[config.mk]
export PLATFORM = sky130hd
export DESIGN_NAME = ack_retain_list_decoder
export DESIGN_NICKNAME = d
export VERILOG_FILES = /design/src/arld_pkg.sv /design/src/arld_front.sv /design/src/arld_queue.sv /design/src/arld_back.sv /design/src/ack_retain_list_decoder.sv
export SDC_FILE = /design/constraint.sdc
export NUM_CORES = 1
export LEC_CHECK = 0
export BUFFER_PORTS_ARGS = -buffer_cell sky130_fd_sc_hd__buf_2
export CORE_MARGIN = 2
export CORE_UTILIZATION = 55
export CTS_CLUSTER_SIZE = 40
export DETAILED_ROUTE_END_ITERATION = 8
export PLACE_DENSITY = 0.77
export SYNTH_ARGS = -nofsm -noshare
export SYNTH_HDL_FRONTEND = slang
export SYNTH_HIERARCHICAL = 1
export SYNTH_SLANG_ARGS = --single-unit
[constraint.sdc]
create_clock -name clk_i -period 10.5 [get_ports clk_i]
set_input_delay 0 -clock clk_i [delete_from_list [all_inputs] [get_ports clk_i]]
set_output_delay 0 -clock clk_i [all_outputs]
set_load 0.01 [all_outputs]
[src/arld_pkg.sv]
// arld_pkg: shared types and constants for the ACK retain-list decoder.
// Used by arld_front, arld_queue, arld_back and the top level.
// No dependencies.
`default_nettype none

package arld_pkg;

  // ACK byte coding
  localparam int unsigned ByteW     = 8;
  localparam int unsigned MapBit    = 7;   // bitmap byte
  localparam int unsigned LongBit   = 6;   // long offset prefix
  localparam int unsigned LongW     = 6;   // payload bits of a long prefix
  localparam int unsigned LongShift = 8;   // long payload weight (x256)
  localparam int unsigned MapW      = 7;   // request bits in a bitmap byte
  localparam int unsigned MapStep   = 7;   // running number advance per bitmap

  localparam int unsigned NumW      = 32;  // block number width
  localparam int unsigned SpanW     = 16;
  localparam logic [SpanW-1:0] SpanReset = 16'd1024;

  // decoupling queue between front and back
  localparam int unsigned QDepth = 4;
  localparam int unsigned QPtrW  = $clog2(QDepth);
  localparam int unsigned QCntW  = $clog2(QDepth + 1);

  // one queued job: emit base+i+1 for every set bit i of mask
  typedef struct packed {
    logic [NumW-1:0] base;
    logic [MapW-1:0] mask;
  } job_t;

  // front -> queue push
  typedef struct packed {
    logic valid;
    job_t job;
  } push_t;

  // queue -> back head view
  typedef struct packed {
    logic valid;
    job_t job;
  } head_t;

endpackage

`default_nettype wire

[src/arld_front.sv]
// arld_front: accepts ACK words, keeps the running block number and the
// long-prefix flag, and turns each byte into a job for the queue.
// Depends on arld_pkg.
`default_nettype none

module arld_front (
  input  wire logic                      clk_i,
  input  wire logic                      rst_ni,
  // span register write
  input  wire logic                      cfg_valid_i,
  input  wire logic [arld_pkg::SpanW-1:0] cfg_data_i,
  // input word
  input  wire logic                      in_valid_i,
  output      logic                      in_ready_o,
  input  wire logic                      start_req_i,
  input  wire logic [arld_pkg::NumW-1:0] last_sent_i,
  input  wire logic [arld_pkg::ByteW-1:0] ack_byte_i,
  // queue side
  input  wire logic                      q_full_i,
  output      arld_pkg::push_t           push_o
);

  logic [arld_pkg::SpanW-1:0] span_q;

  // input stage
  logic                        a_valid_q;
  logic                        a_start_q;
  logic [arld_pkg::ByteW-1:0]  a_byte_q;
  logic [arld_pkg::NumW-1:0]   a_reload_q;

  // decode state
  logic [arld_pkg::NumW-1:0]   run_q, run_d;
  logic                        long_q, long_d;

  logic                        a_load, a_go;
  logic [arld_pkg::NumW:0]     diff;
  logic [arld_pkg::NumW-1:0]   reload;
  logic                        lp_eff, is_map, is_long, is_single, produce;
  logic [arld_pkg::NumW-1:0]   base, addend, sum;

  // reload value: last_sent - span, floored at zero
  assign diff   = {1'b0, last_sent_i} - {{(arld_pkg::NumW + 1 - arld_pkg::SpanW){1'b0}}, span_q};
  assign reload = diff[arld_pkg::NumW] ? '0 : diff[arld_pkg::NumW-1:0];

  // classify the held byte
  assign lp_eff    = long_q && !a_start_q;
  assign is_map    = !lp_eff && a_byte_q[arld_pkg::MapBit];
  assign is_long   = !lp_eff && !a_byte_q[arld_pkg::MapBit] && a_byte_q[arld_pkg::LongBit];
  assign is_single = !is_map && !is_long;
  assign produce   = is_single || (is_map && (a_byte_q[arld_pkg::MapW-1:0] != '0));

  assign base = a_start_q ? a_reload_q : run_q;

  always_comb begin
    if (is_map) begin
      addend = arld_pkg::NumW'(arld_pkg::MapStep);
    end else if (is_long) begin
      addend = arld_pkg::NumW'({a_byte_q[arld_pkg::LongW-1:0],
                                {arld_pkg::LongShift{1'b0}}});
    end else begin
      addend = arld_pkg::NumW'(a_byte_q);
    end
  end

  assign sum    = base + addend;
  assign run_d  = is_single ? sum + arld_pkg::NumW'(1) : sum;
  assign long_d = is_long;

  assign a_go       = a_valid_q && (!produce || !q_full_i);
  assign in_ready_o = !a_valid_q || a_go;
  assign a_load     = in_valid_i && in_ready_o;

  // job for the back end
  always_comb begin
    push_o.valid    = a_valid_q && produce && !q_full_i;
    push_o.job.base = is_single ? sum : base;
    push_o.job.mask = is_single ? arld_pkg::MapW'(1) : a_byte_q[arld_pkg::MapW-1:0];
  end

  // span register
  always_ff @(posedge clk_i or negedge rst_ni) begin
    if (!rst_ni) begin
      span_q <= arld_pkg::SpanReset;
    end else if (cfg_valid_i) begin
      span_q <= cfg_data_i;
    end
  end

  // input stage control
  always_ff @(posedge clk_i or negedge rst_ni) begin
    if (!rst_ni) begin
      a_valid_q <= 1'b0;
    end else if (a_load) begin
      a_valid_q <= 1'b1;
    end else if (a_go) begin
      a_valid_q <= 1'b0;
    end
  end

  // input stage payload
  always_ff @(posedge clk_i) begin
    if (a_load) begin
      a_start_q  <= start_req_i;
      a_byte_q   <= ack_byte_i;
      a_reload_q <= reload;
    end
  end

  // running number and long-prefix flag
  always_ff @(posedge clk_i or negedge rst_ni) begin
    if (!rst_ni) begin
      run_q  <= '0;
      long_q <= 1'b0;
    end else if (a_go) begin
      run_q  <= run_d;
      long_q <= long_d;
    end
  end

endmodule

`default_nettype wire

[src/arld_queue.sv]
// arld_queue: short FIFO of jobs between front and back.
// Depends on arld_pkg.
`default_nettype none

module arld_queue (
  input  wire logic            clk_i,
  input  wire logic            rst_ni,
  input  wire arld_pkg::push_t push_i,
  output      logic            full_o,
  output      arld_pkg::head_t head_o,
  input  wire logic            pop_i
);

  arld_pkg::job_t                 mem_q [arld_pkg::QDepth];
  logic [arld_pkg::QPtrW-1:0]     wptr_q, rptr_q;
  logic [arld_pkg::QCntW-1:0]     cnt_q;

  assign full_o         = (cnt_q == arld_pkg::QCntW'(arld_pkg::QDepth));
  assign head_o.valid   = (cnt_q != '0);
  assign head_o.job     = mem_q[rptr_q];

  // storage
  always_ff @(posedge clk_i) begin
    if (push_i.valid) begin
      mem_q[wptr_q] <= push_i.job;
    end
  end

  // pointers and fill count
  always_ff @(posedge clk_i or negedge rst_ni) begin
    if (!rst_ni) begin
      wptr_q <= '0;
      rptr_q <= '0;
      cnt_q  <= '0;
    end else begin
      if (push_i.valid) begin
        wptr_q <= wptr_q + arld_pkg::QPtrW'(1);
      end
      if (pop_i) begin
        rptr_q <= rptr_q + arld_pkg::QPtrW'(1);
      end
      if (push_i.valid && !pop_i) begin
        cnt_q <= cnt_q + arld_pkg::QCntW'(1);
      end else if (!push_i.valid && pop_i) begin
        cnt_q <= cnt_q - arld_pkg::QCntW'(1);
      end
    end
  end

endmodule

`default_nettype wire

[src/arld_back.sv]
// arld_back: expands queued jobs into block numbers, one word per cycle while
// the output is not stalled, through a registered output stage.
// Depends on arld_pkg.
`default_nettype none

module arld_back (
  input  wire logic                       clk_i,
  input  wire logic                       rst_ni,
  input  wire arld_pkg::head_t            head_i,
  output      logic                       pop_o,
  output      logic                       out_valid_o,
  input  wire logic                       out_ready_i,
  output      logic [arld_pkg::NumW-1:0]  block_number_o,
  output      logic                       last_of_run_o
);

  localparam int unsigned IdxW = $clog2(arld_pkg::MapW);

  logic [arld_pkg::NumW-1:0] cur_base_q;
  logic [arld_pkg::MapW-1:0] cur_mask_q;
  logic                      out_valid_q;
  logic [arld_pkg::NumW-1:0] out_num_q;
  logic                      out_last_q;

  logic                      adv, fire, busy;
  logic [IdxW-1:0]           idx;
  logic [arld_pkg::MapW-1:0] rem;

  // lowest set request bit
  always_comb begin
    idx = '0;
    for (int i = arld_pkg::MapW - 1; i >= 0; i--) begin
      if (cur_mask_q[i]) begin
        idx = IdxW'(i);
      end
    end
  end

  assign rem   = cur_mask_q & (cur_mask_q - arld_pkg::MapW'(1));
  assign busy  = (cur_mask_q != '0);
  assign adv   = !out_valid_q || out_ready_i;
  assign fire  = adv && busy;
  assign pop_o = head_i.valid && (!busy || (fire && rem == '0));

  // current job
  always_ff @(posedge clk_i or negedge rst_ni) begin
    if (!rst_ni) begin
      cur_mask_q <= '0;
    end else if (pop_o) begin
      cur_mask_q <= head_i.job.mask;
    end else if (fire) begin
      cur_mask_q <= rem;
    end
  end

  always_ff @(posedge clk_i) begin
    if (pop_o) begin
      cur_base_q <= head_i.job.base;
    end
  end

  // output stage
  always_ff @(posedge clk_i or negedge rst_ni) begin
    if (!rst_ni) begin
      out_valid_q <= 1'b0;
    end else if (adv) begin
      out_valid_q <= busy;
    end
  end

  always_ff @(posedge clk_i) begin
    if (fire) begin
      out_num_q  <= cur_base_q + arld_pkg::NumW'(idx) + arld_pkg::NumW'(1);
      out_last_q <= (rem == '0);
    end
  end

  assign out_valid_o    = out_valid_q;
  assign block_number_o = out_num_q;
  assign last_of_run_o  = out_last_q;

endmodule

`default_nettype wire

[src/ack_retain_list_decoder.sv]
// ack_retain_list_decoder: top level, front end, job queue and back end.
// Depends on arld_pkg, arld_front, arld_queue, arld_back.
//
//   channel   dir  handshake                 contents
//   s_axis    in   s_axis_tvalid/tready      tdata: last_sent, ack_byte; tuser: start_req
//   m_axis    out  m_axis_tvalid/tready      tdata: block_number; tlast: last_of_run
//   cfg       in   cfg_valid/cfg_ready       cfg_data: block_span
//
// One ACK byte is taken per cycle while the four-entry job queue has room.
// The back end emits one block number per cycle while the output is ready,
// so a bitmap byte costs up to seven output words; that single-number-per-cycle
// expander sets the sustained rate. A result word passes the input stage, the
// job queue, the current-job register and the output register.
// Reset is asynchronous, active low; span resets to 1024, no clearing pass.
// Either side may stall; the queue and the output register absorb it.
`default_nettype none

module ack_retain_list_decoder (
  input  wire logic        clk_i,
  input  wire logic        rst_ni,
  // configuration
  input  wire logic        cfg_valid_i,
  output      logic        cfg_ready_o,
  input  wire logic [15:0] cfg_data_i,      // block_span
  // input words
  input  wire logic        s_axis_tvalid_i,
  output      logic        s_axis_tready_o,
  input  wire logic [39:0] s_axis_tdata_i,  // [31:0] last_sent, [39:32] ack_byte
  input  wire logic [0:0]  s_axis_tuser_i,  // [0] start_req
  // output words
  output      logic        m_axis_tvalid_o,
  input  wire logic        m_axis_tready_i,
  output      logic [31:0] m_axis_tdata_o,  // [31:0] block_number
  output      logic        m_axis_tlast_o   // last_of_run
);

  arld_pkg::push_t push;
  arld_pkg::head_t head;
  logic            q_full;
  logic            pop;

  assign cfg_ready_o = 1'b1;

  arld_front u_front (
    .clk_i       (clk_i),
    .rst_ni      (rst_ni),
    .cfg_valid_i (cfg_valid_i),
    .cfg_data_i  (cfg_data_i),
    .in_valid_i  (s_axis_tvalid_i),
    .in_ready_o  (s_axis_tready_o),
    .start_req_i (s_axis_tuser_i[0]),
    .last_sent_i (s_axis_tdata_i[31:0]),
    .ack_byte_i  (s_axis_tdata_i[39:32]),
    .q_full_i    (q_full),
    .push_o      (push)
  );

  arld_queue u_queue (
    .clk_i  (clk_i),
    .rst_ni (rst_ni),
    .push_i (push),
    .full_o (q_full),
    .head_o (head),
    .pop_i  (pop)
  );

  arld_back u_back (
    .clk_i          (clk_i),
    .rst_ni         (rst_ni),
    .head_i         (head),
    .pop_o          (pop),
    .out_valid_o    (m_axis_tvalid_o),
    .out_ready_i    (m_axis_tready_i),
    .block_number_o (m_axis_tdata_o),
    .last_of_run_o  (m_axis_tlast_o)
  );

endmodule

`default_nettype wire

---- Word-level counts from Yosys, hierarchy flattened ----
Memories as Yosys holds them, arrays and structs flattened.
Index checks and enable logic that the tools add are counted.
storage, ports and cells
  memory bits (read-only) ................. 0
  output and inout bits ................... 36
  memories ................................ 1
  logic and storage cells ................. 88
  RAM bits ................................ 156
  flip-flop bits (word level) ............. 171
  latch bits .............................. 0
cells by class
  shifts and indexed selects .............. 0
  order comparisons ....................... 0
  $mul .................................... 0
  eq/ne operators ......................... 1
  div/mod/pow operators ................... 0
  reductions and logical operators ........ 39
  bitwise operators ....................... 1
  muxes and demuxes ....................... 21
  $add $sub $neg .......................... 10
memory list
  memory         depth  bits a word  read ports  clocked after Yosys merged registers in  wr ports  RTL line          RTL
  u_queue.mem_q  4      39           1           0                                        1         arld_queue.sv:14  arld_pkg::job_t mem_q [arld_pkg::QDepth];
operators by type and width
  cell                                               count
  2-to-1 mux 32 bit                                  3
  adder 32 x 1 -> 32 bit (second input constant)     2
  subtractor 32 x 16 -> 33 bit                       1
  adder 32 x 14 -> 32 bit                            1
  adder 32 x 3 -> 32 bit                             1
  2-to-1 mux 14 bit                                  2
  2-to-1 mux 3 bit                                   9
  2-to-1 mux 7 bit                                   3
  logical AND 1 bit                                  15
  nonzero test 7 bit                                 2
  logical NOT 1 bit                                  12
  AND 7 bit                                          1
  logical NOT 7 bit                                  1
  subtractor 7 x 1 -> 7 bit (second input constant)  1
  nonzero test 2 bit                                 3
  logical OR 1 bit                                   5
  adder 2 x 1 -> 2 bit (second input constant)       2
  2-to-1 mux 1 bit                                   4
  adder 3 x 1 -> 3 bit (second input constant)       1
  equality test 3 bit (second input constant)        1
  nonzero test 3 bit                                 1
  subtractor 3 x 1 -> 3 bit (second input constant)  1

---- Depth between registers and ports, before layout ----
  depth in word-level cells ............... 14
  depth in mapped cells ................... 18

---- By module ----
The synthesis kept the hierarchy.
modules (own cells, without submodules)
  module                   sequential area each (um2)  times used  area each (um2)  cells an instance
  arld_front               2,483.6                     1           7,282.0          833
  arld_queue               4,859.7                     1           6,069.6          238
  arld_back                2,152.1                     1           3,326.9          239
  ack_retain_list_decoder  0.0                         1           11.3             2

---- Worst setup path before layout ----
No wires, ideal clock.
  kind .................................... reg-to-reg
  start point ............................. register u_front.a_start_q
  end point ............................... register u_front/run_q[31] (netlist name)
  stages on the path, launching flop included .. 18
  buffers on the path ..................... 6
  arrival time ............................ 4.705 ns
  path slack .............................. 5.665 ns
  clock period less this slack ............ 4.835 ns
  data required time ...................... 10.370 ns
  setup time .............................. 0.130 ns
  cell sequence ........................... edfxtp_1 buf_4 buf_4 buf_4 clkbuf_1 buf_1 mux2_2 ha_1 o211ai_2 a21oi_2 o21a_1 o31a_1 buf_6 a211o_1 or4b_4 nor4_4 a311o_1 o211ai_1
between the ends
  longest elaborated chain between the ends .. 11
  elaborated cells between the ends (all ways) .. 20
  those cells by class .................... add/sub (2); mux (4); reduce/logical (14)
ends and longest elaborated chain
  what                                                              RTL line           RTL
  start, declared                                                   arld_front.sv:27   logic a_start_q;
  start signal, assigned                                            arld_front.sv:103  a_start_q <= start_req_i;
  branches (longest 11 deep; another with adder 32 x 14 -> 32 bit)  --
  end signal, assigned                                              arld_front.sv:115  run_q <= run_d;
  end, declared                                                     arld_front.sv:32   logic [arld_pkg::NumW-1:0] run_q, run_d;
Parallel ways; which one is timed is not known.
A chain may end at the register's enable or synchronous reset.

---- Worst setup path in the final report ----
Ends and elaborated chain as after synthesis.

==> impl_metrics.py <==
metrics = {
    "hold_path": {
        "whs_endpoint": "u_front/a_reload_q[5]$_SDFFCE_PN0P_",
        "holdCritPathClass": "primary input to flip-flop",
        "worstHoldStart": "s_axis_tdata_i[5]",
        "hold_depth": 4,
    },
    "clock_network": {
        "cts.sink_count": 327,
        "cts.path.max_buffers": 3,
        "insertion_delay_ns": 0.52,
        "path_clk_slew_ns": 0.06,
        "h-tree-depth": 2,
        "clock-root-buffer": "clkbuf_16",
        "postCtsSetupRepairBufs": 0,
        "cts_tree": "yes",
        "cts_buffers": 34,
    },
    "route": {
        "vias_per_cell": 5.76,
        "detail_route.iter0.violations": 795,
        "routedWlPerCell_microns": 18.5,
        "top_layer": "met4",
        "ant_nets": 0,
        "dr_wl_met3_mm": 1.72,
        "first_pass_iters": 7,
        "routed_wirelength_mm": 35.2,
        "dr_wl_met2_mm": 17.2,
        "vias": 11000,
        "drt-met1-wl_mm": 15.7,
        "route.detailed.drc": 0,
    },
    "setup_path": {
        "criticalPathCategory": "flip-flop to flip-flop",
        "r2r_end": "u_front/run_q[31]$_DFFE_PN0P_",
        "critPathMaxFanout": 49,
        "cp-start-kind": "flip-flop",
        "crit_arrival_ns": 5.44,
        "r2r_slack_ns": 5.45,
        "timing.rr.start": "u_front/a_start_q$_DFFE_PP_",
        "end_kind": "flip-flop",
        "crit_required_ns": 10.89,
        "r2r_cells": 15,
    },
    "power": {
        "p_sw_mw": 1.72,
        "fin_total_pwr_mw": 5.09,
        "p_leak_nw": 7.20,
        "pwr-share-clk": 0.232,
        "power_frac_seq": 0.422,
        "internal-power_mw": 3.36,
        "power.density_nw_per_um2": 262,
        "ir_worst_vdd_v": 0.000134,
        "sw_frac_of_total": 0.339,
        "pwr-share-comb": 0.347,
    },
    "timing": {
        "slew_headroom": 0.148,
        "hold_slack_ns": 0.0328,
        "fmax_mhz": 198,
        "final.period_utilization": 0.481,
        "fin_skew_ns": 0.0139,
        "period_needed_ns": 5.05,
        "rsz0062_at_grt": "no",
        "setup_violations": 0,
        "final_max_slew_viol_count": 0,
        "hold_violations": 0,
        "setup-tns-final_ns": 0,
        "tightest_slew_ns": 1.27,
        "final.setup.worst_slack_ns": 5.45,
    },
    "finish": {
        "fin_cells": 1910,
        "area_growth_pct": 16.4,
        "final_layout_size_suffix_gt1_frac": 0.181,
        "final_nets": 1599,
        "n_antenna_cell": 0,
    },
    "yosys": {
        "ys_seq_area_frac": 0.569,
        "ys_top_cells_by_area": "edfxtp_1, dfrtp_1, mux4_2",
        "syn-mean-instance-area_sq_um": 12.7,
        "synth_top_cell_by_area": "edfxtp_1",
        "synth_top_area_share": 0.471,
        "synth_area_sq_um": 16700,
        "ys_ff_latch": 327,
        "async_flop_share": 0.199,
        "syn_nets": 1417,
        "synth_cell_types": 91,
        "synth-edff-count": 262,
        "synth_ff_type": "edfxtp_1",
        "ys_warn_count": 6,
        "netlist_instances": 1312,
    },
    "run": {
        "drv_cap": 0,
    },
    "placed_design": {
        "hpwl_mm": 22.3,
        "place_ws_ns": 5.46,
        "dpl.cell_count": 1764,
        "gp_congestion": 0.883,
        "io_buffer_count": 96,
    },
    "floorplan": {
        "die_h_microns": 178,
        "dieArea_sq_um": 31800,
        "ioPinCount": 98,
        "dieWidth_microns": 178,
        "row_count": 63,
        "core_area_sq_um": 29800,
        "start_util": 0.560,
    },
    "global_route": {
        "grt_pass1_wl_mm": 57.4,
        "grt-ovfl-total": 0,
        "first_global_vias": 11100,
        "grt_start_max_net_pins": 66,
        "groute.usage.overall": 0.231,
        "grt_antenna_before_repair": 0,
    },
    "outcome": {
        "outcome": "finished clean",
    },
}
==> final cells by class <==
cell class,instances,area (sq um)
fill,2121,10400
multi-input combinational,889,6740
clock buffer,47,921
timing repair buffer,195,1430
sequential,327,9500
tap,390,488
inverter,47,176
clock inverter,15,169
==> per-stage QoR <==
step / utilization / area (sq um)
final: 0.652 / 19400
after detailed placement: 0.587 / 17500
after global routing: 0.652 / 19400
after global placement: 0.587 / 17500
after CTS: 0.652 / 19400
after floorplan: - / 16700
==> registers in the layout, summed over array words and instances (netlist names), 3 cells and up <==
signal / flops
u_back/cur_mask_q: 7
u_front/span_q: 16
u_front/a_byte_q: 8
u_front/a_reload_q: 32
u_front/run_q: 32
u_back/block_number_o: 32
u_queue/mem_q: 156
u_back/cur_base_q: 32
u_queue/cnt_q: 3
==> worst max-delay path: stages (launching register included) <==
cell and delay (ns):
edfxtp_1 0.32, buf_4 0.48, nand2b_1 0.37, nand2_1 0.19, nor2_1 0.41, and2_1 0.20
ha_1 0.19, clkinv_1 0.17, nor3_4 0.33, o21ai_1 0.15, o21ai_0 0.58, a21oi_1 0.17
or4b_4 0.58, nor4_4 0.44, a311o_1 0.24, o211ai_1 0.09
==> cells in the mapped netlist, types with 4 or more instances <==
| library cell | instances |
|---|---|
| dfrtp_1 | 64 |
| buf_12 | 4 |
| nor3_1 | 26 |
| mux4_2 | 38 |
| a2111oi_0 | 5 |
| o21ai_1 | 8 |
| nor2_1 | 76 |
| nand4_1 | 23 |
| buf_2 | 10 |
| xnor2_1 | 65 |
| inv_1 | 46 |
| a211o_1 | 8 |
| nand2_1 | 134 |
| or3_1 | 11 |
| buf_4 | 4 |
| a211oi_2 | 4 |
| or2_2 | 4 |
| edfxtp_1 | 262 |
| xor2_1 | 42 |
| or4_1 | 4 |
| a211oi_1 | 7 |
| o21a_1 | 7 |
| and4_1 | 5 |
| mux2_2 | 39 |
| a21oi_2 | 4 |
| mux2i_1 | 18 |
| clkbuf_1 | 26 |
| and3_1 | 8 |
| nor2b_1 | 17 |
| o211ai_1 | 10 |
| a31oi_1 | 4 |
| nand3_1 | 44 |
| nand2b_1 | 14 |
| ha_1 | 39 |
| a21oi_1 | 33 |
| and2_1 | 28 |
| nand4b_1 | 5 |
| nor4_1 | 8 |
| o21ai_0 | 62 |
| fa_1 | 4 |
| a21o_1 | 13 |
==> power by group through the flow <==
stage               clock, mW  sequential, mW  combinational (mW)
floorplan                   0            2.14                1.32
global placement            0            2.14                1.67
detailed placement          0            2.16                1.71
CTS                      1.20            2.14                1.76
global route             1.25            2.19                1.95
finish                   1.18            2.14                1.76
==> routing by layer <==
| metal | track usage | up-vias |
|---|---|---|
| li1 | - | 5271 |
| met1 | 0.313 | 5321 |
| met2 | 0.397 | 348 |
| met3 | 0.0305 | 60 |
| met4 | 0.0610 | 0 |
| met5 | 0 | - |
==> what timing repair did <==
action | in CTS | in global routing
endpoints found under the hold margin | 110 | 0
hold buffers | 84 | 0
gates resized for setup | 0 | 0
==> layout by cell type (no fill, tap or decap), drive strengths merged, types with 7 or more instances in the layout <==
| cell | netlist | routed |
|---|---|---|
| nand3 | 44 | 44 |
| or3 | 11 | 11 |
| inv | 46 | 46 |
| nor2b | 18 | 18 |
| and2 | 28 | 28 |
| o21a | 7 | 7 |
| nand2 | 134 | 134 |
| mux2i | 20 | 20 |
| a21oi | 37 | 37 |
| a211oi | 11 | 11 |
| clkbuf | 26 | 47 |
| xor2 | 42 | 42 |
| edfxtp | 262 | 262 |
| nand4 | 24 | 24 |
| nor4 | 13 | 13 |
| xnor2 | 65 | 65 |
| nor3 | 29 | 29 |
| o211ai | 11 | 11 |
| mux2 | 39 | 39 |
| and3 | 8 | 8 |
| buf | 23 | 111 |
| o21ai | 71 | 71 |
| nor2 | 77 | 77 |
| nand2b | 14 | 14 |
| mux4 | 39 | 39 |
| dfrtp | 64 | 64 |
| dlygate4sd3 | 0 | 84 |
| a211o | 8 | 8 |
| clkinv | 1 | 12 |
| a21o | 13 | 13 |
| ha | 39 | 39 |
==> worst max-delay path by stage <==
stage                                     start  slack (ns)                       endpoint
floorplan           u_front/a_start_q$_DFFE_PP_        5.66  u_front/run_q[31]$_DFFE_PN0P_
global placement    u_front/a_start_q$_DFFE_PP_        5.61  u_front/run_q[29]$_DFFE_PN0P_
detailed placement  u_front/a_start_q$_DFFE_PP_        5.46  u_front/run_q[31]$_DFFE_PN0P_
CTS                 u_front/a_start_q$_DFFE_PP_        5.46  u_front/run_q[31]$_DFFE_PN0P_
global route        u_front/a_start_q$_DFFE_PP_        5.04  u_front/run_q[31]$_DFFE_PN0P_
finish              u_front/a_start_q$_DFFE_PP_        5.45  u_front/run_q[31]$_DFFE_PN0P_
==> cell families (layout without fill, tap and decap cells) <==
family	after synthesis	count (layout)	synth area share
fa+ha+maj	44	44	0.0346
buf+inv	96	304	0.0285
mux	98	98	0.0916
compound gates	204	204	0.0826
flops	327	327	0.569
simple gates	435	435	0.137
other cells	1	1	0.000225
xor+xnor	107	107	0.0562
Note: power is estimated with default switching activity, not from simulation.
